==> src/hdl/bdlp_pkg.sv <==
package bdlp_pkg;

	localparam int NUM_BUTTONS = 4;
	localparam int COUNT_WIDTH = 16;
	localparam int DEB_W = 10;
	localparam int LONG_W = 16;
	localparam int CFG_IDX_W = 2;
	localparam int CFG_DATA_W = 16;
	localparam int CODE_W = $clog2(NUM_BUTTONS + 2);
	localparam int CMP_W = (COUNT_WIDTH > LONG_W) ? COUNT_WIDTH : LONG_W;
	localparam int SELECT_INDEX = 2;

	localparam logic [CFG_IDX_W-1:0] REG_DEBOUNCE = CFG_IDX_W'(0);
	localparam logic [CFG_IDX_W-1:0] REG_LONG_PRESS = CFG_IDX_W'(1);

	localparam logic [DEB_W-1:0] DEBOUNCE_RESET = DEB_W'(50);
	localparam logic [LONG_W-1:0] LONG_PRESS_RESET = LONG_W'(1000);

	localparam logic [CODE_W-1:0] CODE_NONE = CODE_W'(0);
	localparam logic [CODE_W-1:0] CODE_LONG_SELECT = CODE_W'(NUM_BUTTONS + 1);

	typedef logic [COUNT_WIDTH-1:0] count_t;

	typedef struct packed {
		logic short_hit;
		logic long_hit;
	} lane_evt_t;

endpackage

==> src/hdl/bdlp_lane.sv <==
module bdlp_lane import bdlp_pkg::*; (
	input  logic              clk,
	input  logic              arst_n,
	input  logic              en,
	input  logic              raw_bit,
	input  logic [DEB_W-1:0]  debounce_ms,
	input  logic [LONG_W-1:0] long_limit,
	output lane_evt_t         evt
);

	logic   last_q;
	logic   stable_q;
	logic   mark_q;
	count_t sc_q;
	count_t pc_q;

	count_t sc_d;
	count_t pc_d;
	logic   stable_d;
	logic   mark_d;
	logic   accepted;

	always_comb begin
		evt = '0;
		sc_d = (raw_bit != last_q) ? '0 : ((sc_q == '1) ? sc_q : sc_q + 1'b1);
		pc_d = pc_q;
		if (!stable_q) begin
			pc_d = (pc_q == '1) ? pc_q : pc_q + 1'b1;
		end
		stable_d = stable_q;
		mark_d = mark_q;
		accepted = CMP_W'(sc_d) > CMP_W'(debounce_ms);
		if (accepted) begin
			if (!raw_bit) begin
				if (stable_q) begin
					stable_d = 1'b0;
					pc_d = '0;
					mark_d = 1'b0;
				end
				if (!mark_d && (CMP_W'(pc_d) > CMP_W'(long_limit))) begin
					mark_d = 1'b1;
					evt.long_hit = 1'b1;
				end
			end else if (!stable_q) begin
				stable_d = 1'b1;
				evt.short_hit = !mark_q;
			end
		end
	end

	always_ff @(posedge clk or negedge arst_n) begin
		if (!arst_n) begin
			last_q <= 1'b1;
			stable_q <= 1'b1;
			mark_q <= 1'b0;
			sc_q <= '0;
			pc_q <= '0;
		end else if (en) begin
			last_q <= raw_bit;
			stable_q <= stable_d;
			mark_q <= mark_d;
			sc_q <= sc_d;
			pc_q <= pc_d;
		end
	end

endmodule

==> src/hdl/bdlp_merge.sv <==
module bdlp_merge import bdlp_pkg::*; (
	input  logic                   clk,
	input  logic                   arst_n,
	input  logic                   en,
	input  logic                   out_ready,
	input  lane_evt_t              evts [NUM_BUTTONS],
	output logic                   out_valid,
	output logic [CODE_W-1:0]      event_code
);

	logic [NUM_BUTTONS-1:0] pend_short_q;
	logic                   pend_long_q;
	logic                   out_valid_q;
	logic [CODE_W-1:0]      code_q;

	logic [NUM_BUTTONS-1:0] short_all;
	logic [NUM_BUTTONS-1:0] short_d;
	logic                   long_all;
	logic                   long_d;
	logic [CODE_W-1:0]      code_d;
	logic                   found;

	always_comb begin
		for (int i = 0; i < NUM_BUTTONS; i++) begin
			short_all[i] = pend_short_q[i] | evts[i].short_hit;
		end
		long_all = pend_long_q | evts[SELECT_INDEX].long_hit;
		short_d = short_all;
		long_d = long_all;
		code_d = CODE_NONE;
		found = 1'b0;
		for (int i = 0; i < NUM_BUTTONS; i++) begin
			if (!found && short_all[i]) begin
				found = 1'b1;
				short_d[i] = 1'b0;
				code_d = CODE_W'(i + 1);
			end
		end
		if (!found && long_all) begin
			long_d = 1'b0;
			code_d = CODE_LONG_SELECT;
		end
	end

	always_ff @(posedge clk or negedge arst_n) begin
		if (!arst_n) begin
			pend_short_q <= '0;
			pend_long_q <= 1'b0;
			out_valid_q <= 1'b0;
		end else if (en) begin
			pend_short_q <= short_d;
			pend_long_q <= long_d;
			out_valid_q <= 1'b1;
		end else if (out_ready) begin
			out_valid_q <= 1'b0;
		end
	end

	always_ff @(posedge clk) begin
		if (en) begin
			code_q <= code_d;
		end
	end

	assign out_valid = out_valid_q;
	assign event_code = code_q;

endmodule

==> src/hdl/button_debounce_long_press.sv <==
// Four-button debouncer with short and long press events.
// Input channel (in_valid/in_ready, raw_levels): one transaction per millisecond
// tick; raw_levels is active low, bit0 up, bit1 down, bit2 select, bit3 back.
// Output channel (out_valid/out_ready, event_code): exactly one transaction per
// input transaction; 0 none, 1..4 short press of up/down/select/back,
// 5 long press of select. Lowest pending code goes out first, others wait.
// Config channel (cfg_valid/cfg_ready, cfg_index, cfg_data): index 0 sets
// the debounce window (low 10 bits), index 1 sets the long-press limit; other
// indexes are dropped. cfg_ready is always high; write only while idle.
// The result is in the output register in the cycle after the input
// transaction. One tick per cycle is taken while the receiver keeps up, with
// the per-button counters of all four lanes updated in parallel.
// A stalled receiver holds the output register; in_ready then drops until the
// result is taken, so no tick is lost or merged.
// Reset: levels released, counters and pending events cleared, debounce
// window 50 and long-press limit 1000.
module button_debounce_long_press import bdlp_pkg::*; (
	input  logic                   clk,
	input  logic                   arst_n,
	input  logic                   in_valid,
	output logic                   in_ready,
	input  logic [NUM_BUTTONS-1:0] raw_levels,
	output logic                   out_valid,
	input  logic                   out_ready,
	output logic [CODE_W-1:0]      event_code,
	input  logic                   cfg_valid,
	output logic                   cfg_ready,
	input  logic [CFG_IDX_W-1:0]   cfg_index,
	input  logic [CFG_DATA_W-1:0]  cfg_data
);

	logic [DEB_W-1:0]  debounce_q;
	logic [LONG_W-1:0] long_press_q;
	logic              accept;
	lane_evt_t         evts [NUM_BUTTONS];

	assign cfg_ready = 1'b1;
	assign in_ready = !out_valid || out_ready;
	assign accept = in_valid && in_ready;

	always_ff @(posedge clk or negedge arst_n) begin
		if (!arst_n) begin
			debounce_q <= DEBOUNCE_RESET;
			long_press_q <= LONG_PRESS_RESET;
		end else if (cfg_valid) begin
			if (cfg_index == REG_DEBOUNCE) begin
				debounce_q <= cfg_data[DEB_W-1:0];
			end else if (cfg_index == REG_LONG_PRESS) begin
				long_press_q <= cfg_data[LONG_W-1:0];
			end
		end
	end

	for (genvar g = 0; g < NUM_BUTTONS; g++) begin : g_lane
		bdlp_lane u_lane (
			.clk         (clk),
			.arst_n      (arst_n),
			.en          (accept),
			.raw_bit     (raw_levels[g]),
			.debounce_ms (debounce_q),
			.long_limit  (long_press_q),
			.evt         (evts[g])
		);
	end

	bdlp_merge u_merge (
		.clk        (clk),
		.arst_n     (arst_n),
		.en         (accept),
		.out_ready  (out_ready),
		.evts       (evts),
		.out_valid  (out_valid),
		.event_code (event_code)
	);

	a_result_follows: assert property (@(posedge clk) disable iff (!arst_n)
		accept |=> out_valid)
		else $error("no result after input transaction");

	a_no_overwrite: assert property (@(posedge clk) disable iff (!arst_n)
		(out_valid && !out_ready) |-> !in_ready)
		else $error("input taken while result stalled");

	a_code_range: assert property (@(posedge clk) disable iff (!arst_n)
		out_valid |-> (event_code <= CODE_LONG_SELECT))
		else $error("event code out of range");

	a_cfg_debounce: assert property (@(posedge clk) disable iff (!arst_n)
		(cfg_valid && cfg_index == REG_DEBOUNCE) |=> (debounce_q == $past(cfg_data[DEB_W-1:0])))
		else $error("debounce register not written");

endmodule

==> config.mk <==
export PLATFORM = sky130hd
export DESIGN_NAME = button_debounce_long_press
export DESIGN_NICKNAME = d
export VERILOG_FILES = /design/src/hdl/bdlp_pkg.sv /design/src/hdl/bdlp_lane.sv /design/src/hdl/bdlp_merge.sv /design/src/hdl/button_debounce_long_press.sv
export SDC_FILE = /design/constraint.sdc
export NUM_CORES = 1
export LEC_CHECK = 0
export ABC_AREA = 1
export BUFFER_PORTS_ARGS = -buffer_cell sky130_fd_sc_hd__buf_2
export CORE_ASPECT_RATIO = 1.25
export CORE_MARGIN = 2
export CORE_UTILIZATION = 57
export DETAILED_ROUTE_END_ITERATION = 16
export HOLD_SLACK_MARGIN = 0.08
export PLACE_DENSITY_LB_ADDON = 0.15
export RECOVER_POWER = 25
export SLEW_MARGIN = 25
export SYNTH_ARGS = -nofsm -noshare
export SYNTH_HDL_FRONTEND = slang
export SYNTH_SLANG_ARGS = --single-unit
export TNS_END_PERCENT = 5
==> constraint.sdc <==
create_clock -name clk -period 3.7 [get_ports clk]
set_clock_uncertainty 0.1 [all_clocks]
set_input_delay 0.925 -clock clk [delete_from_list [all_inputs] [get_ports clk]]
set_output_delay 0.925 -clock clk [all_outputs]
set_load 0.01 [all_outputs]
=== Yosys cells after proc, flatten, opt, wreduce, memory -nomap -nowiden ===
Cells that the tools add are included.

* Flip-flop bits (word level): 174
* Logic and storage cells: 191
* Output and inout port bits: 6

* Multiplexer cells: 90
* Equal/unequal tests: 13
* Add/sub/neg operators: 8
* Reduce and logical (&&, ||, !) cells: 36
* Order comparisons: 8
* Bitwise operators: 9

{| class="wikitable"
|+ Operators by type and width
! operator !! number
|-
| 2-to-1 mux 16 bit || 36
|-
| adder 16 x 1 -> 16 bit (second input constant) || 8
|-
| equality test 16 bit (second input constant) || 8
|-
| greater-than comparator 16 x 10 -> 1 bit || 4
|-
| greater-than comparator 16 bit || 4
|-
| 2-to-1 mux 1 bit || 48
|-
| AND reduction 3 bit || 5
|-
| logical NOT 1 bit || 13
|-
| AND reduction 2 bit || 5
|-
| logical AND 1 bit || 9
|-
| 2-to-1 mux 2 bit || 4
|-
| 2-to-1 mux 3 bit || 2
|-
| inverter 1 bit || 5
|-
| inequality test 1 bit || 4
|-
| bitwise OR 1 bit || 4
|-
| equality test 2 x 1 -> 1 bit (second input constant) || 1
|-
| logical NOT 2 bit || 1
|-
| nonzero test 2 bit || 1
|-
| OR reduction 2 bit || 1
|-
| logical OR 1 bit || 1
|}

=== Logic depth before layout (Yosys ltp) ===
Gate-level depths: netlist of run 1.

* Word-level depth: 24
* Mapped depth: 28
* Mapped depth without buffers: 28

=== Hierarchy ===
From an unflattened synthesis of run 1, not the netlist that was laid out.

* Cells, all modules: 2240
* Area, all modules: 14742.9 um^2

{| class="wikitable"
|+ Modules (own cells, without submodules)
! module !! times used !! seq. area each (um^2) !! cells an instance !! area an instance (um^2)
|-
| bdlp_lane (g_lane[0].u_lane ...) || 2 || 878.3 || 519 || 3314.4
|-
| bdlp_lane (g_lane[3].u_lane) || 1 || 878.3 || 525 || 3387.0
|-
| bdlp_lane (g_lane[1].u_lane) || 1 || 878.3 || 516 || 3215.6
|-
| button_debounce_long_press || 1 || 661.9 || 121 || 1133.6
|-
| bdlp_merge || 1 || 215.2 || 40 || 377.9
|}

=== Least setup slack after synthesis of run 1 ===
OpenSTA, ideal clock, no wires.

* Kind: input-to-reg
* Start point: input raw_levels[3]
* End point: register u_merge.pend_long_q
* Path slack: 0.311 ns
* Setup time: 0.117 ns
* Required time: 3.483 ns
* Stages: 21
* Data arrival time: 3.172 ns
* Path through: xnor2_1 -> clkbuf_1 -> inv_1 -> a211oi_1 -> ha_1 -> nand2_1 -> nand2_1 -> nand2_1 -> nand2_1 -> nand2_1 -> nand2_1 -> nand2_1 -> nand2_1 -> nand2_1 -> nand2_1 -> nor2_1 -> nand2_2 -> a21oi_1 -> nand3_1 -> nand2_1 -> nand2_1

* Longest elaborated chain between the ends: 10
* Elaborated cells on any way between the ends: 11
* Those cells by class: order compare (1); eq/ne (1); mux (5); bitwise (1); reduce/logical (3)

{| class="wikitable"
|+ RTL lines
! item !! line !! RTL
|-
| start: declaration || button_debounce_long_press.sv:22 || <nowiki>input logic [NUM_BUTTONS-1:0] raw_levels,</nowiki>
|-
| inequality test 1 bit || bdlp_lane.sv:25 || <nowiki>sc_d = (raw_bit != last_q) ? '0 : ((sc_q == '1) ? sc_q : sc_q + 1'b1);</nowiki>
|-
| 2-to-1 mux 16 bit || bdlp_lane.sv:25 ||
|-
| net g_lane[3].u_lane.sc_d[1] || bdlp_lane.sv:17 || <nowiki>count_t sc_d;</nowiki>
|-
| greater-than comparator 16 x 10 -> 1 bit || bdlp_lane.sv:32 || <nowiki>accepted = CMP_W'(sc_d) > CMP_W'(debounce_ms);</nowiki>
|-
| 2-to-1 mux 2 bit || bdlp_lane.sv:33 || <nowiki>if (accepted) begin</nowiki>
|-
| bitwise OR 1 bit || bdlp_merge.sv:25 || <nowiki>short_all[i] = pend_short_q[i] | evts[i].short_hit;</nowiki>
|-
| logical AND 1 bit || bdlp_merge.sv:33 || <nowiki>if (!found && short_all[i]) begin</nowiki>
|-
| 2-to-1 mux 1 bit || bdlp_merge.sv:33 ||
|-
| logical NOT 1 bit || bdlp_merge.sv:39 || <nowiki>if (!found && long_all) begin</nowiki>
|-
| logical AND 1 bit || bdlp_merge.sv:39 ||
|-
| 2-to-1 mux 1 bit || bdlp_merge.sv:39 ||
|-
| end signal: assignment || bdlp_merge.sv:52 || <nowiki>pend_long_q <= long_d;</nowiki>
|-
| end: declaration || bdlp_merge.sv:12 || <nowiki>logic pend_long_q;</nowiki>
|}

The timed path passes the listed nets, and every way through them passes these cells.
A chain may end at the register's enable or synchronous reset.

=== Worst setup path after layout of run 1 ===
* Start point: register g_lane[1].u_lane.sc_q[0]
* End point: register g_lane[1].u_lane.pc_q[12]

* Longest elaborated chain between the ends: 5
* Elaborated cells on any way between the ends: 6
* Those cells by class: add/sub (1); order compare (1); eq/ne (1); mux (3)

{| class="wikitable"
|+ RTL lines
! item !! line !! RTL
|-
| start: declaration || bdlp_lane.sv:14 || <nowiki>count_t sc_q;</nowiki>
|-
| start signal: assignment || bdlp_lane.sv:56 || <nowiki>sc_q <= '0;</nowiki>
|-
| start signal: assignment || bdlp_lane.sv:62 || <nowiki>sc_q <= sc_d;</nowiki>
|-
| adder 16 x 1 -> 16 bit / equality test 16 bit (equally long branches) || bdlp_lane.sv:25 ||
|-
| 2-to-1 mux 16 bit (*) (2 in series) || bdlp_lane.sv:25 ||
|-
| net g_lane[1].u_lane.sc_d[6] || bdlp_lane.sv:17 ||
|-
| greater-than comparator 16 x 10 -> 1 bit (*) || bdlp_lane.sv:32 ||
|-
| 2-to-1 mux 16 bit (*) || bdlp_lane.sv:33 ||
|-
| end signal: assignment || bdlp_lane.sv:63 || <nowiki>pc_q <= pc_d;</nowiki>
|-
| end: declaration || bdlp_lane.sv:15 || <nowiki>count_t pc_q;</nowiki>
|}

Mark *: on every way through the listed nets, which the timed path passes. The rest lies on a longest branch.

==> results of run 1 <==
## placed cells by master (no fill, tap or decap), types with 17 or more instances in the layout
cell	count
a21oi_1	82
buf_2	30
buf_4	24
clkbuf_16	18
dfrtp_1	151
dfstp_2	17
ha_1	110
inv_1	287
nand2_1	507
nand3_1	144
nand4_1	38
nor2_1	136
nor3_1	22
o21ai_0	159
xor2_1	48
## state kept, by name, summed over array words and instances, names as in the netlist
signal / cells
u_merge.pend_long_q: 1
g_lane.u_lane.mark_q: 4
debounce_q: 10
g_lane.u_lane.sc_q: 64
g_lane.u_lane.stable_q: 4
g_lane.u_lane.pc_q: 64
long_press_q: 16
u_merge.event_code: 3
g_lane.u_lane.last_q: 4
u_merge.pend_short_q: 3
u_merge.out_valid: 1
## worst max path at each step
stage	cells past startpoint	endpoint
2_1_floorplan	21	u_merge.pend_long_q
3_3_place_gp	16	g_lane[1].u_lane.pc_q[12]
3_5_place_dp	16	g_lane[1].u_lane.pc_q[5]
4_1_cts	25	u_merge.event_code[0]
5_1_grt	27	u_merge.event_code[2]
6_report	21	g_lane[1].u_lane.pc_q[12]
## kinds of logic after synthesis
group                    synth area share [%]
AND/OR/NAND/NOR                          30.8
buffers and inverters                    9.87
AO/OA/AOI/OAI                            12.3
flip-flops                               32.9
adder cells (fa/ha/maj)                  10.5
XOR/XNOR                                 3.55
other                                  0.0281
multiplexers                           0.0750
## cell usage after synthesis (3+ instances only)
library cell	number
buf_6	3
dfrtp_1	154
xnor2_1	6
nand2_2	12
nor2_1	138
nand2_1	510
a31oi_1	13
ha_1	112
clkbuf_1	39
nor2_4	4
or2_1	4
a211oi_1	6
o211ai_1	4
inv_2	4
nand3_4	3
or2_2	6
o21ai_0	159
xor2_1	48
o21ai_1	15
nand3_2	4
a21oi_1	85
nand3b_1	7
nor4_1	3
dfstp_2	17
nor3_2	6
nor2_2	16
inv_1	289
nand2_4	3
nand3_1	144
nor3_1	27
o22ai_1	4
nand4_1	38
buf_2	5
a21o_1	7
edfxtp_1	3
## critical path: stages (launching register included)
cell and delay (ps):
dfrtp_1 390, ha_1 210, nand3_1 110, inv_1 80, nand2_2 80, nor2_2 210
nand2_4 120, nand2_1 140, nor2_4 50, a211oi_1 390, ha_1 190, nand2_1 80
nor2_1 100, nand2_1 50, nand2_1 50, nand2_1 50, a21oi_2 180, nor2_1 80
nand2_2 120, nand3_2 310, nand3b_1 190, o21ai_0 100
## power by group through the flow
stage / registers (mW) / logic [mW] / clock network, mW
6_report: 2.61 / 2.54 / 1.97
3_5_place_dp: 2.63 / 2.47 / 0
2_1_floorplan: 2.53 / 1.85 / 0
5_1_grt: 2.66 / 2.92 / 2.07
4_1_cts: 2.60 / 2.48 / 2.00
3_3_place_gp: 2.62 / 2.38 / 0
## per-layer routing
layer  up-vias  part of all wire, %
met2       276                   52
met5         -                    0
li1       6264                    -
met4         0                  2.7
met1      5915                   42
met3        57                  3.6
## through the flow
stage,setup slack (ps),cells,setup TNS [ps],area [µm²]
2_1_floorplan,311,1919,0,13300
3_3_place_gp,111,2208,0,13800
4_1_cts,79.3,2240,0,14500
6_report,148,2250,0,14600
5_1_grt,-29.7,2250,-88.6,14600
3_5_place_dp,73.7,2208,0,13800
## repair_timing
action	CTS	global route
hold buffers	0	0
endpoints found under the setup margin	0	74
buffers inserted	0	9
gates resized for setup	0	30
## layout make-up
type                       count  area [µm²]  share of cell area, %
sequential                   174        4390                   30.0
clock inverter                11         151                   1.03
timing repair buffer          60         395                   2.70
inverter                     293        1100                   7.53
clock buffer                  21         482                   3.29
tap                          288         360                   2.46
multi-input combinational   1403        7750                   53.0
==> metrics, run 1 <==
R2R setup slack 150 ps; Crit path required time 3910 ps; ant diodes 0; post-synthesis instance total 1919; clock buffer depth 2; failing checks max-capacitance violations, max-slew violations; Initial Util 58.1%; Area Growth Syn to Fin 9.74%; synth unique cells 52; Fin. Hold Viols 0; # rows 62; root buf cell clkbuf_16; P_sw 2.80 mW; WS Path Type flip-flop to flip-flop; Setup crit start kind flip-flop; Setup crit start g_lane[1].u_lane.sc_q[0]; Reg power frac 36.6%; vias 12500; RSZ-0062 raised after global routing yes; Syn Area/Cell 6.95 µm²; ratio of cells with drive above 1 in the final layout 9.73%; CTS tree yes; vias in the first global route 12100; largest net degree at the start of global routing 75; largest cells by area after synthesis dfrtp_1 (29%), nand2_1 (14%), ha_1 (11%), inv_1 (8.1%), o21ai_0 (6.0%); DRC 0; All-Layer GR Usage 28.2%; final core utilization 63.8%; H-tree levels 4; Nets 2088; Synth Flop Type dfrtp_1; Filler cells 2099; first-pass GRT wire length 56.8 mm; Placer Congestion 0.926; num ports 33; WHS Endpoint debounce_q[9]; core area 0.0230 mm²; Sw Ratio 39.4%; met3 Resource Use GR 3.48%; crit-path max FO 16; max_cap viols 1; max-slew violations 70; Detailed Place HPWL 25.1 mm; Int Pwr 4.32 mW; GR Util met2 51.7%; R2R depth 21; port buffer count 31; Worst Hold Slack 389 ps; Die X 141 µm; Clk network pwr share 27.7%; Most Used Layer, Global Route met2; Mapped Nets 2058; worst slew pin tran 1860 ps; worst r2r src g_lane[1].u_lane.sc_q[0]; YS warnings 0; Logic pwr share 35.7%; Async SR Flop Fraction 98.3%; Final min period 3550 ps; antenna violation net count after detailed routing 0; die height 175 µm; Clock Sinks 174; CP Capture Type flip-flop; 1st-iter DRT viols 715; met1 usage 33.7%; die area 0.0247 mm²; vias per cell 5.56; Worst slew margin -23.9%; HP Start debounce_q[9]; Clock Pin Slew Worst Setup and Hold Paths 70 ps; worst hold path type flip-flop to flip-flop; top-area cell type share of the netlist area 28.9%; register area share after synthesis 32.9%; Reg-to-Reg End g_lane[1].u_lane.pc_q[12]; Power Density 486 mW/mm²; Hold Crit Depth 2; initial antenna violation count 0; outcome finished, violations left; Pre-antenna DRT Iters 5; DR WL/cell 15.1 µm; Overflow after GRT 0; Achievable Freq 0.282 GHz; Post-Route WL 34.1 mm; Leak 7.58 nW; Yosys top cell by area dfrtp_1; setup violators final 0; Crit path arrival time 3760 ps; Worst IR Drop VDD 0.350 mV; Final period util 96.0%; register bit count reported by yosys 174; Post-synth EDFFs 3; TritonCTS buffer count 17; Final Power 7.12 mW; Post-Syn Area 0.0133 mm²; clk_lat worst skew 450 ps
(Power assumes the default switching activity.)
==> inputs of run 2 (changes only) <==
==> constraint.sdc (replaced) <==
create_clock -name clk -period 3.7 [get_ports clk]
set_clock_uncertainty 0.1 [all_clocks]
set_input_delay 0 -clock clk [delete_from_list [all_inputs] [get_ports clk]]
set_output_delay 0 -clock clk [all_outputs]
set_load 0.01 [all_outputs]
==> run 2 against run 1 <==
Effect of this change: the flow still finishes with violations (max-capacitance violations, max-slew violations); fmax rose by 3.6%; hold slack lost 360 ps; critical path depth grew 4; global-route usage increased by 0.25 points; design area is 1.2% higher; clock power is 8% lower; sequential power about the same; sequential cell count is the same; via count about the same; critical path type unchanged.
==> metrics, run 2 (synthesis gave the netlist of run 1 again) <==
commonest non-fill, non-tap cell in the layout nand2_1 (unchanged); Achievable Freq 0.292 GHz (was 0.282 GHz); Crit path required time 3800 ps (was 3910 ps); multi-input logic area 0.00780 mm² (was 0.00775 mm²); CTS tree yes (unchanged); setup violators final 0 (unchanged); Worst Hold Slack 28.7 ps (was 389 ps); failing checks max-capacitance violations, max-slew violations (unchanged); vias per cell 5.53 (was 5.56); GR Util met2 50.9% (was 51.7%); worst slew pin tran 2580 ps (was 1860 ps); final core utilization 64.5% (was 63.8%); clk_lat worst skew 440 ps (was 450 ps); WS Path Type flip-flop to flip-flop (unchanged); met3 Resource Use GR 3.67% (was 3.48%); Post-Route WL 34.1 mm (about the same); Crit path arrival time 3530 ps (was 3760 ps); Final Instance Area 0.0148 mm² (was 0.0146 mm²); worst hold path type input pin to flip-flop (was flip-flop to flip-flop); Largest regs g_lane.u_lane.pc_q: 64 flops, g_lane.u_lane.sc_q: 64 flops, long_press_q: 16 flops (unchanged); Clock Pin Slew Worst Setup and Hold Paths 70 ps (about the same); Power Density 472 mW/mm² (was 486 mW/mm²); ant diodes 0 (unchanged); setup_tns 0 ps (unchanged); ratio of cells with drive above 1 in the final layout 9.67% (was 9.73%); commonest non-fill, non-tap cells in the layout nand2_1 (505), inv_1 (286), o21ai_0 (158), dfrtp_1 (151), nand3_1 (143) (was nand2_1 (507), inv_1 (287), o21ai_0 (159), dfrtp_1 (151), nand3_1 (144)); Final min period 3430 ps (was 3550 ps); port buffer count 31 (unchanged); initial antenna violation count 0 (unchanged); Final period util 92.7% (was 96.0%); Overflow after GRT 0 (unchanged); clock buffer depth 2 (unchanged); Detailed Place HPWL 24.8 mm (was 25.1 mm); 1st-iter DRT viols 696 (was 715); TritonCTS buffer count 17 (unchanged); antenna violation net count after detailed routing 0 (unchanged); Clock Sinks 174 (unchanged); Fin. Hold Viols 0 (unchanged); Worst slew margin -72.2% (was -23.9%); Final Power 7.00 mW (was 7.12 mW); Sequential Area 0.00439 mm² (unchanged); max_cap viols 1 (unchanged); die height 175 µm (unchanged); H-tree levels 4 (unchanged); vias 12500 (about the same); final setup margin 270 ps (was 148 ps); Die X 141 µm (unchanged); Worst IR Drop VDD 0.334 mV (was 0.350 mV); CP Capture Type flip-flop (unchanged); Leak 7.63 nW (was 7.58 nW); Most Used Layer, Global Route met2 (unchanged); Filler cells 2090 (was 2099); All-Layer GR Usage 28.5% (was 28.2%); DR WL/cell 15.0 µm (was 15.1 µm); pre-CTS setup slack 149 ps (was 73.7 ps); dpl cell area 0.0138 mm² (about the same); Placer Congestion 0.913 (was 0.926); DRC 0 (unchanged); outcome finished, violations left (unchanged); Area Growth Syn to Fin 11.0% (was 9.74%); Initial Util 58.1% (unchanged); first-pass GRT wire length 57.3 mm (was 56.8 mm); core area 0.0230 mm² (unchanged); dpl cells 2204 (was 2208); vias in the first global route 12400 (was 12100); die area 0.0247 mm² (unchanged); RSZ-0062 raised after global routing yes (unchanged); met1 usage 34.2% (was 33.7%); Nets 2102 (was 2088); crit-path max FO 7 (was 16); num ports 33 (unchanged); Post-Layout Cell Count 2264 (was 2250); # rows 62 (unchanged); largest net degree at the start of global routing 102 (was 75); Setup crit start kind flip-flop (unchanged); max-slew violations 101 (was 70); Pre-antenna DRT Iters 7 (was 5); root buf cell clkbuf_16 (unchanged)
-- run 2: layout make-up --
type / count / share of cell area [%]
Clock buffer: 22 / 3.27
Timing Repair Buffer: 74 / 3.83
Inverter: 293 / 7.44
Sequential cell: 174 / 29.7
Tap cell: 288 / 2.43
Clock inverter: 10 / 0.676
Multi-Input combinational cell: 1403 / 52.7
-- run 2: worst max-delay path, cell delays in order, from the launching register on --
cell and delay, ps:
dfrtp_2 450, ha_1 240, nand3_1 100, inv_1 60
nand2_2 90, nor2_2 60, nand2_2 120, nand2_1 110
nor2_4 140, nand2_1 90, o21ai_0 140, a21oi_1 70
ha_1 270, nand2_1 70, nor2_1 110, nand2_1 70
nand2_1 50, nand2_1 40, a21oi_1 120, nor2_1 70
nand2_2 130, nand2_2 100, nand2_1 100, nor2_1 60
a21oi_1 130, nand2_1 70
-- run 2: final timing paths --
kind / start / end / slack (ps) / cells past startpoint
setup / recovery: g_lane[1].u_lane.sc_q[0] / u_merge.event_code[0] / 270 / 25
hold / removal: cfg_index[1] / long_press_q[7] / 30 / 3
setup reg to reg: g_lane[1].u_lane.sc_q[0] / u_merge.event_code[0] / 270 / 25
hold reg to reg: u_merge.pend_long_q / u_merge.pend_long_q / 390 / 2
max in group asynchronous: arst_n / g_lane[1].u_lane.sc_q[0] / 1020 / 2
min in group asynchronous: arst_n / g_lane[1].u_lane.sc_q[14] / 780 / 2
-- run 2: layer usage --
layer / vias up / part of all wire (%)
li1: 6299 / -
met1: 5872 / 42
met2: 257 / 51
met3: 88 / 3.3
met4: 0 / 3.7
met5: - / 0
-- run 2: power breakdown --
part / switching (mW) / internal, mW / total [mW]
sequential: 0.342 / 2.27 / 2.61
clock: 0.810 / 1.01 / 1.82
combinational: 1.67 / 0.897 / 2.56
-- run 2: repair_timing --
| action | in CTS | in global routing |
|---|---|---|
| setup endpoints to repair | 0 | 65 |
| resized for setup | 0 | 42 |
| setup buffers | 0 | 3 |
| hold buffers | 23 | 1 |
| endpoints found under the hold margin | 155 | 2 |
